==> src/hw/rtl/pkcs7_pad_unpad_stream_core_assert.svh <==
// Assertion helpers for the padding core; expect clk and rst_n in scope.
`ifndef PKCS7_PAD_UNPAD_STREAM_CORE_ASSERT_SVH
`define PKCS7_PAD_UNPAD_STREAM_CORE_ASSERT_SVH

// Condition holds in the same cycle as the trigger.
`define PKCS7_ASSERT_HOLDS(label, ante, cons) \
    label: assert property (@(posedge clk) disable iff (!rst_n) (ante) |-> (cons)) \
        else $error("pkcs7 core: same-cycle check failed");

// Condition holds in the cycle after the trigger.
`define PKCS7_ASSERT_NEXT(label, ante, cons) \
    label: assert property (@(posedge clk) disable iff (!rst_n) (ante) |=> (cons)) \
        else $error("pkcs7 core: next-cycle check failed");

`endif

==> src/hw/rtl/pkcs7_pkg.sv <==
package pkcs7_pkg;

    localparam int MAX_BLOCK_DEF = 32;
    localparam int DATA_W        = 8;
    localparam int BB_W          = 6;
    localparam int APB_DW        = 32;
    localparam int APB_AW        = 3;
    localparam logic [BB_W-1:0] BLOCK_BYTES_RST = BB_W'(16);

    // Register index, taken from paddr[2]
    typedef enum logic [0:0] {
        REG_PAD_MODE    = 1'b0,
        REG_BLOCK_BYTES = 1'b1
    } reg_idx_t;

    // Sequencer steps
    typedef enum logic [3:0] {
        ST_IDLE,
        ST_U_CHK,
        ST_U_RD,
        ST_U_REL,
        ST_U_WR,
        ST_U_END,
        ST_U_FRD,
        ST_U_FEM,
        ST_U_EMPTY,
        ST_P_PAD
    } step_t;

    typedef enum logic [1:0] {
        EM_NONE,
        EM_MEM,
        EM_PAD,
        EM_EMPTY
    } emit_t;

    typedef enum logic [2:0] {
        C_ALWAYS,
        C_SKIP_REL,
        C_NOT_END,
        C_KEEP_ZERO,
        C_NOT_LAST,
        C_DISPATCH
    } cond_t;

    // One control word: jump to jmp when cond is true, else go to nxt
    typedef struct packed {
        emit_t emit;
        logic  tail;
        logic  rd;
        logic  adv;
        logic  dec_count;
        logic  dec_cnt;
        logic  push;
        logic  eval;
        cond_t cond;
        step_t jmp;
        step_t nxt;
    } ucw_t;

    localparam ucw_t UW_IDLE = '{emit: EM_NONE, tail: 1'b0, rd: 1'b0, adv: 1'b0,
        dec_count: 1'b0, dec_cnt: 1'b0, push: 1'b0, eval: 1'b0,
        cond: C_DISPATCH, jmp: ST_IDLE, nxt: ST_IDLE};

    function automatic ucw_t ucode_rom(step_t s);
        ucw_t w;
        w = UW_IDLE;
        unique case (s)
            ST_IDLE:
            begin
                w = UW_IDLE;
            end
            ST_U_CHK:
            begin
                w.cond = C_SKIP_REL;
                w.jmp  = ST_U_WR;
                w.nxt  = ST_U_RD;
            end
            ST_U_RD:
            begin
                w.rd   = 1'b1;
                w.cond = C_ALWAYS;
                w.jmp  = ST_U_REL;
                w.nxt  = ST_U_REL;
            end
            ST_U_REL:
            begin
                w.emit      = EM_MEM;
                w.adv       = 1'b1;
                w.dec_count = 1'b1;
                w.cond      = C_ALWAYS;
                w.jmp       = ST_U_CHK;
                w.nxt       = ST_U_CHK;
            end
            ST_U_WR:
            begin
                w.push = 1'b1;
                w.cond = C_NOT_END;
                w.jmp  = ST_IDLE;
                w.nxt  = ST_U_END;
            end
            ST_U_END:
            begin
                w.eval = 1'b1;
                w.cond = C_KEEP_ZERO;
                w.jmp  = ST_U_EMPTY;
                w.nxt  = ST_U_FRD;
            end
            ST_U_FRD:
            begin
                w.rd   = 1'b1;
                w.cond = C_ALWAYS;
                w.jmp  = ST_U_FEM;
                w.nxt  = ST_U_FEM;
            end
            ST_U_FEM:
            begin
                w.emit    = EM_MEM;
                w.tail    = 1'b1;
                w.adv     = 1'b1;
                w.dec_cnt = 1'b1;
                w.cond    = C_NOT_LAST;
                w.jmp     = ST_U_FRD;
                w.nxt     = ST_IDLE;
            end
            ST_U_EMPTY:
            begin
                w.emit = EM_EMPTY;
                w.cond = C_ALWAYS;
                w.jmp  = ST_IDLE;
                w.nxt  = ST_IDLE;
            end
            ST_P_PAD:
            begin
                w.emit    = EM_PAD;
                w.tail    = 1'b1;
                w.dec_cnt = 1'b1;
                w.cond    = C_NOT_LAST;
                w.jmp     = ST_P_PAD;
                w.nxt     = ST_IDLE;
            end
            default:
            begin
                w = UW_IDLE;
            end
        endcase
        return w;
    endfunction

endpackage

==> src/hw/rtl/pkcs7_in_if.sv <==
interface pkcs7_in_if;
    import pkcs7_pkg::*;

    logic              valid;
    logic              ready;
    logic [DATA_W-1:0] data_in;
    logic              byte_valid;
    logic              msg_end;

    modport source (output valid, data_in, byte_valid, msg_end, input ready);
    modport sink   (input valid, data_in, byte_valid, msg_end, output ready);
endinterface

==> src/hw/rtl/pkcs7_out_if.sv <==
interface pkcs7_out_if;
    import pkcs7_pkg::*;

    logic              valid;
    logic              ready;
    logic [DATA_W-1:0] data_out;
    logic              out_valid;
    logic              out_end;
    logic              pad_stripped;

    modport source (output valid, data_out, out_valid, out_end, pad_stripped, input ready);
    modport sink   (input valid, data_out, out_valid, out_end, pad_stripped, output ready);
endinterface

==> src/hw/rtl/pkcs7_pad_unpad_stream_core.sv <==
// Block-cipher padding core: adds padding (pad_mode 0) or checks and strips it (pad_mode 1).
// msg_ch takes one message byte per transfer; byte_valid 0 with msg_end 1 ends a message
// without a byte. res_ch returns bytes, with out_end on the last result of each message and
// pad_stripped on that result when unpad mode removed a valid pad run.
// The APB port holds pad_mode (0x0) and block_bytes (0x4); write them only while idle.
// Pad mode: one byte per cycle while the receiver keeps up, result registered in the cycle
// after the transfer; the end flush then emits one pad byte per cycle while the receiver
// takes them, from the microcode step that counts them down. Unpad mode: each byte takes
// a check and a write step, and each byte pushed out of the hold buffer first takes a read,
// a release and a check step; the end flush takes an evaluation step and then, per released
// byte, one registered read of the hold memory and one emit step. Before a pad-mode item
// after a block size change, phase is reduced by one subtraction per cycle until it is
// below the block size. Reset clears the sequencer, counters and output register and
// loads pad_mode 0 and block_bytes 16; no clearing pass is needed. A stalled receiver
// holds the result register; the sequencer waits on each emit step and, in pad mode,
// msg_ch.ready drops until the result is taken.
`include "pkcs7_pad_unpad_stream_core_assert.svh"

module pkcs7_pad_unpad_stream_core #(
    parameter int MAX_BLOCK = pkcs7_pkg::MAX_BLOCK_DEF
) (
    input  logic                          clk,
    input  logic                          rst_n,
    input  logic                          psel,
    input  logic                          penable,
    input  logic                          pwrite,
    input  logic [pkcs7_pkg::APB_AW-1:0]  paddr,
    input  logic [pkcs7_pkg::APB_DW-1:0]  pwdata,
    output logic [pkcs7_pkg::APB_DW-1:0]  prdata,
    output logic                          pready,
    pkcs7_in_if.sink                      msg_ch,
    pkcs7_out_if.source                   res_ch
);
    import pkcs7_pkg::*;

    localparam int AW = (MAX_BLOCK > 1) ? $clog2(MAX_BLOCK) : 1;
    localparam int CW = $clog2(MAX_BLOCK + 1);
    localparam logic [CW-1:0]   MAXB      = CW'(MAX_BLOCK);
    localparam logic [CW-1:0]   ONE_C     = CW'(1);
    localparam logic [AW-1:0]   LAST_ADDR = AW'(MAX_BLOCK - 1);
    localparam logic [AW:0]     DEPTH_X   = (AW + 1)'(MAX_BLOCK);
    localparam logic [BB_W-1:0] MAXB_BB   = BB_W'(MAX_BLOCK);

    // Configuration registers
    logic            pad_mode_reg;
    logic [BB_W-1:0] block_bytes_reg;

    // Sequencer
    step_t step_reg;
    step_t step_next;
    ucw_t  uw;

    // Hold buffer: ring of bytes, oldest at head
    logic [DATA_W-1:0] mem [MAX_BLOCK];
    logic [DATA_W-1:0] rdata_reg;
    logic              mem_we;
    logic              mem_re;
    logic [AW-1:0]     wr_addr;
    logic [AW:0]       wr_sum;
    logic [AW-1:0]     head_inc;

    logic [AW-1:0]     head_reg,   head_next;
    logic [CW-1:0]     count_reg,  count_next;
    logic [CW-1:0]     run_reg,    run_next;    // trailing bytes equal to last_reg
    logic [DATA_W-1:0] last_reg,   last_next;
    logic [AW-1:0]     phase_reg,  phase_next;
    logic [CW-1:0]     cnt_reg,    cnt_next;    // results left in the end flush
    logic [CW-1:0]     npad_reg,   npad_next;
    logic              strip_reg,  strip_next;

    logic [DATA_W-1:0] lat_data_reg,  lat_data_next;
    logic              lat_valid_reg, lat_valid_next;
    logic              lat_end_reg,   lat_end_next;

    // Result register
    logic              ov_reg,     ov_next;
    logic [DATA_W-1:0] od_reg,     od_next;
    logic              oval_reg,   oval_next;
    logic              oend_reg,   oend_next;
    logic              ostrip_reg, ostrip_next;

    logic          slot_free;
    logic          step_go;
    logic          acc;
    logic          norm_need;
    logic [CW-1:0] b_eff;
    logic [CW-1:0] phase_inc;
    logic [CW-1:0] phase_new;
    logic [CW-1:0] npad;
    logic          pad_ok;
    logic [CW-1:0] keep;
    logic [CW-1:0] count_dec;
    logic          skip_rel;
    logic          last_one;
    logic          cfg_wr;
    reg_idx_t      reg_sel;

    // ---------------------------------------------------------------
    // Configuration port
    // ---------------------------------------------------------------
    assign pready  = 1'b1;
    assign cfg_wr  = psel && penable && pwrite && pready;
    assign reg_sel = reg_idx_t'(paddr[2]);

    always_ff @(posedge clk or negedge rst_n)
    begin
        if (!rst_n)
        begin
            pad_mode_reg    <= 1'b0;
            block_bytes_reg <= BLOCK_BYTES_RST;
        end
        else if (cfg_wr)
        begin
            unique case (reg_sel)
                REG_PAD_MODE:    pad_mode_reg    <= pwdata[0];
                REG_BLOCK_BYTES: block_bytes_reg <= pwdata[BB_W-1:0];
                default:         pad_mode_reg    <= pad_mode_reg;
            endcase
        end
    end

    always_comb
    begin
        prdata = '0;
        unique case (reg_sel)
            REG_PAD_MODE:    prdata[0]      = pad_mode_reg;
            REG_BLOCK_BYTES: prdata[BB_W-1:0] = block_bytes_reg;
            default:         prdata         = '0;
        endcase
    end

    // Block size clamped to 1..MAX_BLOCK
    always_comb
    begin
        if (block_bytes_reg == '0)
        begin
            b_eff = ONE_C;
        end
        else if (block_bytes_reg > MAXB_BB)
        begin
            b_eff = MAXB;
        end
        else
        begin
            b_eff = CW'(block_bytes_reg);
        end
    end

    // ---------------------------------------------------------------
    // Shared datapath terms
    // ---------------------------------------------------------------
    assign uw        = ucode_rom(step_reg);
    assign slot_free = !ov_reg || res_ch.ready;
    assign step_go   = (uw.emit == EM_NONE) || slot_free;
    assign norm_need = CW'(phase_reg) >= b_eff;

    assign msg_ch.ready = (step_reg == ST_IDLE) &&
                          (pad_mode_reg ? 1'b1 : (slot_free && !norm_need));
    assign acc = msg_ch.valid && msg_ch.ready;

    // Pad mode: advance phase mod B, pad count from the new phase
    assign phase_inc = CW'(phase_reg) + ONE_C;
    assign phase_new = msg_ch.byte_valid ? ((phase_inc == b_eff) ? '0 : phase_inc)
                                         : CW'(phase_reg);
    assign npad      = b_eff - phase_new;

    // Unpad check: last byte is the pad count, run covers the pad bytes
    assign pad_ok = (count_reg != '0) && (last_reg != '0) &&
                    (last_reg <= DATA_W'(b_eff)) && (last_reg <= DATA_W'(count_reg)) &&
                    (DATA_W'(run_reg) >= last_reg);
    assign keep   = pad_ok ? (count_reg - CW'(last_reg)) : count_reg;

    assign count_dec = count_reg - ONE_C;
    assign skip_rel  = !(lat_valid_reg && (count_reg >= b_eff));
    assign last_one  = (cnt_reg == ONE_C);

    assign head_inc = (head_reg == LAST_ADDR) ? '0 : head_reg + AW'(1);
    assign wr_sum   = (AW + 1)'(head_reg) + (AW + 1)'(count_reg);
    assign wr_addr  = (wr_sum >= DEPTH_X) ? AW'(wr_sum - DEPTH_X) : AW'(wr_sum);

    // ---------------------------------------------------------------
    // Next step
    // ---------------------------------------------------------------
    always_comb
    begin
        step_next = step_reg;
        if (step_reg == ST_IDLE)
        begin
            if (acc)
            begin
                if (pad_mode_reg)
                begin
                    if (msg_ch.byte_valid || msg_ch.msg_end)
                    begin
                        step_next = ST_U_CHK;
                    end
                end
                else if (msg_ch.msg_end)
                begin
                    step_next = ST_P_PAD;
                end
            end
        end
        else if (step_go)
        begin
            unique case (uw.cond)
                C_ALWAYS:    step_next = uw.jmp;
                C_SKIP_REL:  step_next = skip_rel ? uw.jmp : uw.nxt;
                C_NOT_END:   step_next = !lat_end_reg ? uw.jmp : uw.nxt;
                C_KEEP_ZERO: step_next = (keep == '0) ? uw.jmp : uw.nxt;
                C_NOT_LAST:  step_next = !last_one ? uw.jmp : uw.nxt;
                C_DISPATCH:  step_next = step_reg;
                default:     step_next = ST_IDLE;
            endcase
        end
    end

    // ---------------------------------------------------------------
    // Datapath controls from the current step
    // ---------------------------------------------------------------
    always_comb
    begin
        head_next      = head_reg;
        count_next     = count_reg;
        run_next       = run_reg;
        last_next      = last_reg;
        phase_next     = phase_reg;
        cnt_next       = cnt_reg;
        npad_next      = npad_reg;
        strip_next     = strip_reg;
        lat_data_next  = lat_data_reg;
        lat_valid_next = lat_valid_reg;
        lat_end_next   = lat_end_reg;
        mem_we         = 1'b0;
        mem_re         = 1'b0;
        ov_next        = ov_reg && !res_ch.ready;
        od_next        = od_reg;
        oval_next      = oval_reg;
        oend_next      = oend_reg;
        ostrip_next    = ostrip_reg;

        if (step_reg == ST_IDLE)
        begin
            // Reduce a stale phase after a block size change
            if (!pad_mode_reg && norm_need)
            begin
                phase_next = AW'(CW'(phase_reg) - b_eff);
            end
            if (acc)
            begin
                if (pad_mode_reg)
                begin
                    lat_data_next  = msg_ch.data_in;
                    lat_valid_next = msg_ch.byte_valid;
                    lat_end_next   = msg_ch.msg_end;
                end
                else
                begin
                    // Pad mode: drop anything held, pass the byte straight out
                    count_next = '0;
                    phase_next = msg_ch.msg_end ? '0 : AW'(phase_new);
                    cnt_next   = npad;
                    npad_next  = npad;
                    if (msg_ch.byte_valid)
                    begin
                        ov_next     = 1'b1;
                        od_next     = msg_ch.data_in;
                        oval_next   = 1'b1;
                        oend_next   = 1'b0;
                        ostrip_next = 1'b0;
                    end
                end
            end
        end
        else if (step_go)
        begin
            if (uw.emit != EM_NONE)
            begin
                ov_next = 1'b1;
            end
            case (uw.emit)
                EM_MEM:
                begin
                    od_next     = rdata_reg;
                    oval_next   = 1'b1;
                    oend_next   = uw.tail && last_one;
                    ostrip_next = uw.tail && last_one && strip_reg;
                end
                EM_PAD:
                begin
                    od_next     = DATA_W'(npad_reg);
                    oval_next   = 1'b1;
                    oend_next   = uw.tail && last_one;
                    ostrip_next = 1'b0;
                end
                EM_EMPTY:
                begin
                    od_next     = '0;
                    oval_next   = 1'b0;
                    oend_next   = 1'b1;
                    ostrip_next = strip_reg;
                end
                default:
                begin
                    od_next = od_reg;
                end
            endcase

            mem_re = uw.rd;
            if (uw.adv)
            begin
                head_next = head_inc;
            end
            if (uw.dec_count)
            begin
                count_next = count_dec;
                run_next   = (run_reg > count_dec) ? count_dec : run_reg;
            end
            if (uw.dec_cnt)
            begin
                cnt_next = cnt_reg - ONE_C;
            end
            if (uw.push && lat_valid_reg)
            begin
                mem_we     = 1'b1;
                count_next = count_reg + ONE_C;
                last_next  = lat_data_reg;
                run_next   = ((count_reg != '0) && (lat_data_reg == last_reg)) ?
                             (run_reg + ONE_C) : ONE_C;
            end
            if (uw.eval)
            begin
                // Result decided; buffer is drained from head by count in cnt
                cnt_next   = keep;
                strip_next = pad_ok;
                count_next = '0;
                phase_next = '0;
            end
        end
    end

    // ---------------------------------------------------------------
    // Registers
    // ---------------------------------------------------------------
    always_ff @(posedge clk or negedge rst_n)
    begin
        if (!rst_n)
        begin
            step_reg  <= ST_IDLE;
            head_reg  <= '0;
            count_reg <= '0;
            run_reg   <= '0;
            phase_reg <= '0;
            cnt_reg   <= '0;
            ov_reg    <= 1'b0;
        end
        else
        begin
            step_reg  <= step_next;
            head_reg  <= head_next;
            count_reg <= count_next;
            run_reg   <= run_next;
            phase_reg <= phase_next;
            cnt_reg   <= cnt_next;
            ov_reg    <= ov_next;
        end
    end

    always_ff @(posedge clk)
    begin
        last_reg      <= last_next;
        npad_reg      <= npad_next;
        strip_reg     <= strip_next;
        lat_data_reg  <= lat_data_next;
        lat_valid_reg <= lat_valid_next;
        lat_end_reg   <= lat_end_next;
        od_reg        <= od_next;
        oval_reg      <= oval_next;
        oend_reg      <= oend_next;
        ostrip_reg    <= ostrip_next;
    end

    // Hold memory, registered read
    always_ff @(posedge clk)
    begin
        if (mem_we)
        begin
            mem[wr_addr] <= lat_data_reg;
        end
        if (mem_re)
        begin
            rdata_reg <= mem[head_reg];
        end
    end

    assign res_ch.valid        = ov_reg;
    assign res_ch.data_out     = od_reg;
    assign res_ch.out_valid    = oval_reg;
    assign res_ch.out_end      = oend_reg;
    assign res_ch.pad_stripped = ostrip_reg;

    // ---------------------------------------------------------------
    // Assertions
    // ---------------------------------------------------------------
    `PKCS7_ASSERT_HOLDS(a_count_bound, 1'b1, count_reg <= MAXB)
    `PKCS7_ASSERT_HOLDS(a_run_le_count, count_reg != '0, run_reg <= count_reg)
    `PKCS7_ASSERT_HOLDS(a_pad_cnt_live, step_reg == ST_P_PAD, cnt_reg != '0)
    `PKCS7_ASSERT_NEXT(a_pad_end_flush, acc && !pad_mode_reg && msg_ch.msg_end, step_reg == ST_P_PAD)

endmodule

==> src/flat_wrapper.sv <==
// flat-port wrapper written by rule: the top's interface ports become plain ports
module pkcs7_pad_unpad_stream_core_flat import pkcs7_pkg::*;
#(
    parameter int MAX_BLOCK = pkcs7_pkg::MAX_BLOCK_DEF
)
  (clk, rst_n, psel, penable, pwrite, paddr, pwdata, prdata, pready, msg_ch_valid, msg_ch_data_in, msg_ch_byte_valid, msg_ch_msg_end, msg_ch_ready, res_ch_valid, res_ch_data_out, res_ch_out_valid, res_ch_out_end, res_ch_pad_stripped, res_ch_ready);
  pkcs7_in_if msg_ch_i ();
  pkcs7_out_if res_ch_i ();
  input  logic clk;
  input  logic rst_n;
  input  logic psel;
  input  logic penable;
  input  logic pwrite;
  input  logic [pkcs7_pkg::APB_AW-1:0] paddr;
  input  logic [pkcs7_pkg::APB_DW-1:0] pwdata;
  output logic [pkcs7_pkg::APB_DW-1:0] prdata;
  output logic pready;
  input wire logic [$bits(msg_ch_i.valid)-1:0] msg_ch_valid;
  input wire logic [$bits(msg_ch_i.data_in)-1:0] msg_ch_data_in;
  input wire logic [$bits(msg_ch_i.byte_valid)-1:0] msg_ch_byte_valid;
  input wire logic [$bits(msg_ch_i.msg_end)-1:0] msg_ch_msg_end;
  output wire logic [$bits(msg_ch_i.ready)-1:0] msg_ch_ready;
  output wire logic [$bits(res_ch_i.valid)-1:0] res_ch_valid;
  output wire logic [$bits(res_ch_i.data_out)-1:0] res_ch_data_out;
  output wire logic [$bits(res_ch_i.out_valid)-1:0] res_ch_out_valid;
  output wire logic [$bits(res_ch_i.out_end)-1:0] res_ch_out_end;
  output wire logic [$bits(res_ch_i.pad_stripped)-1:0] res_ch_pad_stripped;
  input wire logic [$bits(res_ch_i.ready)-1:0] res_ch_ready;
  assign msg_ch_i.valid = msg_ch_valid;
  assign msg_ch_i.data_in = msg_ch_data_in;
  assign msg_ch_i.byte_valid = msg_ch_byte_valid;
  assign msg_ch_i.msg_end = msg_ch_msg_end;
  assign msg_ch_ready = msg_ch_i.ready;
  assign res_ch_valid = res_ch_i.valid;
  assign res_ch_data_out = res_ch_i.data_out;
  assign res_ch_out_valid = res_ch_i.out_valid;
  assign res_ch_out_end = res_ch_i.out_end;
  assign res_ch_pad_stripped = res_ch_i.pad_stripped;
  assign res_ch_i.ready = res_ch_ready;
  pkcs7_pad_unpad_stream_core #(.MAX_BLOCK(MAX_BLOCK)) u_core (.clk(clk), .rst_n(rst_n), .psel(psel), .penable(penable), .pwrite(pwrite), .paddr(paddr), .pwdata(pwdata), .prdata(prdata), .pready(pready), .msg_ch(msg_ch_i), .res_ch(res_ch_i));
endmodule
==> config.mk <==
export PLATFORM = sky130hd
export DESIGN_NAME = pkcs7_pad_unpad_stream_core_flat
export DESIGN_NICKNAME = d
export VERILOG_FILES = /design/src/hw/rtl/pkcs7_pkg.sv /design/src/hw/rtl/pkcs7_in_if.sv /design/src/hw/rtl/pkcs7_out_if.sv /design/src/hw/rtl/pkcs7_pad_unpad_stream_core.sv /design/src/flat_wrapper.sv
export VERILOG_INCLUDE_DIRS = /design/src /design/src/hw/rtl
export SDC_FILE = /design/constraint.sdc
export NUM_CORES = 1
export LEC_CHECK = 0
export BUFFER_PORTS_ARGS = -buffer_cell sky130_fd_sc_hd__buf_2
export CAP_MARGIN = 20
export CORE_UTILIZATION = 30
export CTS_CLUSTER_SIZE = 10
export DETAILED_ROUTE_END_ITERATION = 10
export PLACE_DENSITY = 0.51
export SLEW_MARGIN = 5
export SYNTH_ARGS = -nofsm -noshare
export SYNTH_HDL_FRONTEND = slang
export SYNTH_SLANG_ARGS = --single-unit
==> constraint.sdc <==
create_clock -name clk -period 6.77 [get_ports clk]
set_clock_uncertainty 0.1 [all_clocks]
set_input_delay 1.354 -clock clk [delete_from_list [all_inputs] [get_ports clk]]
set_output_delay 1.354 -clock clk [all_outputs]
set_load 0.03 [all_outputs]
# Word level (Yosys, flattened, before mapping)
# Memory sizes are Yosys's and may differ from the RTL's. A register that Yosys moved wholly into a read port is not among the register bits.
# Index checks and enable logic that the tools add are counted.
# word_totals
register_bits,76
mem_bits_rw,256
in_bits,52
out_inout_bits,46
n_memories,1
# op_classes
n_addsub,11
n_lt_le_gt_ge,8
eq_ne,27
n_mux,87
n_bitwise,3
reduce_logical,57
# memory_table
name,words,word_bits,read_ports,rd_clocked_by_memory_dff,wr,line_no,text
u_core.mem,32,8,1,1,1,pkcs7_pad_unpad_stream_core.sv:54,logic [DATA_W-1:0] mem [MAX_BLOCK];
# op_table
cell,n
$mux 6,22
$pmux 11 s9,1
$mux 5,10
$mux 4,10
$mux 8,5
$mux 1,32
$pmux 4 s6,1
$pmux 8 s3,1
$eq 4x3->1 const B,4
$le 8x6->1,2
$logic_and 1x1->1,16
$reduce_and 3->1,5
$reduce_and 5->1,3
$add 6x1->6 const B,2
$logic_not 6->1,2
$reduce_and 4->1,3
$sub 6x1->6 const B,2
$sub 6x6->6,2
$reduce_bool 2->1,5
$eq 4x2->1 const B,2
$eq 4x4->1 const B,2
$eq 8x8->1,1
$ge 6x8->1,1
$reduce_bool 4->1,2
other kinds (37),57

# Depth between registers and ports, before layout
# logic_depth
ltp_word,13
mapped_depth,17

# Worst setup path after synthesis
# OpenSTA, ideal clock, no wires.
# synth_path
path_kind,reg-to-output
startpoint,register u_core.block_bytes_reg[1]
endpoint,output port msg_ch_ready
arrival_time_ns,2.626
t_required_ns,5.316
setup_slack_ns,2.690
path_stages_with_launch,11
path_buffers,0
path_cell_list,dfrtp_1 > nor4_1 > nor2_1 > nor2_1 > ha_1 > inv_1 > fa_1 > a211oi_1 > o221a_2 > o21ai_0 > a21oi_1
# synth_via
elab_chain_len,8
# synth_rtl
item,line_no,text
start: declaration,pkcs7_pad_unpad_stream_core.sv:46,logic [BB_W-1:0] block_bytes_reg;
start signal: assignment,pkcs7_pad_unpad_stream_core.sv:116,REG_BLOCK_BYTES: block_bytes_reg <= pwdata[BB_W-1:0];
$gt 6x6->1,pkcs7_pad_unpad_stream_core.sv:139,else if (block_bytes_reg > MAXB_BB)
$mux 6,pkcs7_pad_unpad_stream_core.sv:139,
$mux 6 (*),pkcs7_pad_unpad_stream_core.sv:135,if (block_bytes_reg == '0)
$ge 5x6->1 (*),pkcs7_pad_unpad_stream_core.sv:155,assign norm_need = CW'(phase_reg) >= b_eff;
$logic_not 1->1 (*),pkcs7_pad_unpad_stream_core.sv:158,(pad_mode_reg ? 1'b1 : (slot_free && !norm_need));
$logic_and 1x1->1 (*),pkcs7_pad_unpad_stream_core.sv:158,
$mux 1 (*),pkcs7_pad_unpad_stream_core.sv:158,
$logic_and 1x1->1 (*),pkcs7_pad_unpad_stream_core.sv:157,assign msg_ch.ready = (step_reg == ST_IDLE) &&
end: declaration,flat_wrapper.sv:22,output wire logic [$bits(msg_ch_i.ready)-1:0] msg_ch_ready;
# Every way passes the cells marked *; elsewhere a longest branch is shown, timed or not.

# Worst setup path after layout
# layout_path
startpoint,register u_core.block_bytes_reg[2]
endpoint,output port msg_ch_ready
# The elaborated chain is that of the path after synthesis.

==> results by group <==
Outcome
  – Status: finished, final reports clean

Power
  – Switching Share: 35.4%
  – Leak: approximately 6.4 nW
  – Clock share of power: 26.4%
  – Int Pwr: 4.68 mW
  – Total Power: ~7.2 mW
  – Seq pwr share: 38.4%
  – Share of power burned in combinational logic: 35.2%
  – Sw Pwr: 2.56 mW
  – VDD IR max: around 0.00017 V
  – Pwr dens: 392 nW/um^2

Timing
  – RSZ-0062 raised after global routing: no
  – Worst-Margin Slew: between 1 and 1.5 ns
  – Final Cycle Share: 71.4%
  – Worst slew margin: 33.0%
  – Fin Setup TNS: 0 ns
  – # setup viols final: 0
  – Max-slew violation count: 0
  – Fmax: approximately 0.21 GHz
  – Count of final hold-check violations: 0
  – Post-route minimum period: 4.83 ns

CTS
  – Post-cts hold buffer count: 0
  – H-Tree Depth: 2
  – Clock Tree Root: clkbuf_16
  – CTS Buffer Depth: 3
  – Post-CTS sizing: 0
  – Clock slew at reported path FFs: roughly 0.050 ns
  – Post-CTS Setup Inserts: 0
  – Clock latency on the worst-skew pair: 0.55 ns
  – Clock sinks: between 300 and 400
  – CTS Buf Count: 40
  – CTS tree: done

Layout
  – Layout area overhead: 12.2%
  – Nets@finish: 1275
  – Most common cell after layout, fill and taps aside: edfxtp_1
  – Number of flip-flops in the largest register: 256
  – Top reg by flops: u_core.mem
  – Layout cells sized above 1: 19.1%
  – Most frequent cells in the layout: 300 x edfxtp_1, 84 x nor2_1, 80 x mux4_2
  – Fill count: 5220

Yosys
  – Seq cells post-synth: 340
  – Post-Syn Instances: roughly 1100
  – Syn_area_per_cell: 14.8 sq um
  – Post-synth cell types: 80
  – Primary FF master, synth: edfxtp_1
  – Sequential share of the synthesized area: 60.8%
  – Async S/R FF share, synth: 11.8%
  – Post-synth EDFFs: 300
  – Synthesized area: 16500 sq um
  – Syn. warnings: 0

Setup path
  – Worst Path Max Fanout: 6
  – CP required: 5.32 ns
  – FF-to-FF setup slack: 2.46 ns
  – Reg-to-Reg End: u_core.cnt_reg[5]
  – Worst path arrival time: 3.38 ns
  – Startpoint Class: register
  – CP Class: register to output port
  – Critical path capture point type: output port
  – R2R Path Start: u_core.block_bytes_reg[5]
  – R2R cell count: 15

Hold path
  – Worst Hold Class: register to register
  – WHS Path Cells: 1
  – Worst hold start: u_core.block_bytes_reg[0]
  – Worst Hold End: u_core.block_bytes_reg[0]

Route
  – Top sig layer: met5
  – Final WL: 39700 um
  – Drt initial violations: 750
  – DRT Pass-1 Iters: 5
  – WL per Instance: 21.2 um
  – Met2 routed WL: roughly 18000 um
  – Met3 WL: 1690 um
  – Post-DRT Antenna Nets: 0
  – Vias: 9617
  – Met1 Wirelength: ~19000 um
  – Routed vias/inst: 5.15
  – Number of remaining DRC errors: 0

Placed design
  – PortBufs: 42
  – Placer congestion estimate: between 0.8 and 0.9
  – Hpwl dp: 25900 um

Floorplanning
  – Ports: 98
  – Core area: 54000 sq um
  – # rows: 85
  – Die ar.: 55800 sq um
  – Initial Util: 30.5%
  – Die H: 236 um
  – Die width: 236 um

GRT
  – First-pass GRT wire length: between 60000 and 70000 um
  – Initial antenna violation count: 1
  – GRT Util Overall: 14.3%
  – Largest net degree at the start of global routing: 57
  – Vias in the first global route: between 9000 and 10000
  – Total grt overflow: 0

Flow run
  – Number of max-cap violations: 0
logic make-up (layout without fill, tap and decap cells):
group	after synthesis	after routing	share of synthesized area [%]
AND/OR/NAND/NOR	261	261	7.99
multiplexers	107	107	12.7
XOR/XNOR	34	34	1.98
other	2	28	0.0456
buffers and inverters	119	157	3.57
adder cells (fa/ha/maj)	65	65	5.13
AO/OA/AOI/OAI	180	180	7.70
flip-flops	340	340	60.8
cell type report:
| class | instances | area (sq um) | area share [%] |
|---|---|---|---|
| clock buffer | 52 | 1060 | 5.72 |
| sequential | 340 | 10000 | 54.2 |
| multi-input combinational | 674 | 5950 | 32.3 |
| antenna | 1 | 2.50 | 0.0136 |
| clock inverter | 3 | 55.1 | 0.298 |
| inverter | 44 | 165 | 0.895 |
| timing repair buffer | 58 | 343 | 1.86 |
| tap | 696 | 871 | 4.72 |
stage by stage:
stage               cell area (sq um)  hold WS, ns  setup slack (ns)  utilization [%]  instances
floorplan                       16500        0.403              2.69                -       1133
global placement                17300        0.421              2.50             32.1       1810
detailed placement              17300        0.436              2.46             32.1       1810
CTS                             18400        0.450              1.87             34.1       1865
global route                    18500        0.464              1.69             34.2       1867
finish                          18500        0.450              1.94             34.2       1868
synth_stat cells (10+ instances only):
cell type  count  area share (%)
mux2_2        20             1.4
and3_1        11            0.42
dfrtp_1       39             5.9
clkbuf_1      24            0.55
ha_1          61             4.6
buf_2         10            0.30
buf_4         34             1.6
a31oi_1       14            0.53
edfxtp_1     300              55
nor2_1        84             1.9
a21oi_1       24            0.73
mux4_2        80              11
o21ai_0       34             1.0
nand3_1       29            0.88
nor3_1        17            0.52
nand2_1       44             1.0
xnor2_1       23             1.2
inv_1         41            0.94
nor2b_1       11            0.42
a21o_1        15            0.68
power groups by stage:
| stage | combinational [mW] | sequential [mW] | clock (mW) |
|---|---|---|---|
| floorplan | 1.92 | 2.74 | 0 |
| global placement | 2.54 | 2.82 | 0 |
| detailed placement | 2.56 | 2.82 | 0 |
| CTS | 2.57 | 2.78 | 1.96 |
| global route | 2.79 | 2.81 | 2.04 |
| finish | 2.55 | 2.78 | 1.91 |
worst max-delay path: stages (launching register included):
cell      delay, ns
dfrtp_1        0.47
nor4_1         0.30
nor2_1         0.07
nor2_1         0.09
buf_4          0.17
ha_1           0.15
inv_1          0.06
fa_1           0.42
a211oi_1       0.22
o221a_2        0.32
o21ai_0        0.14
a21oi_1        0.20
buf_2          0.23
routing by layer:
layer / global-route usage, % / up-vias
li1: - / 4370
met4: 4.62 / 2
met2: 22.7 / 213
met5: 0 / -
met3: 2.27 / 66
met1: 20.0 / 4966
how the worst max path moves through the flow:
stage                              startpoint           end  cells past startpoint
floorplan           u_core.block_bytes_reg[1]  msg_ch_ready                     10
global placement    u_core.block_bytes_reg[2]  msg_ch_ready                     12
finish              u_core.block_bytes_reg[2]  msg_ch_ready                     12
detailed placement  u_core.block_bytes_reg[5]  msg_ch_ready                      8
CTS                 u_core.block_bytes_reg[5]  msg_ch_ready                      8
global route        u_core.block_bytes_reg[2]  msg_ch_ready                     12
No activity file was read; power rests on OpenSTA's default activity.
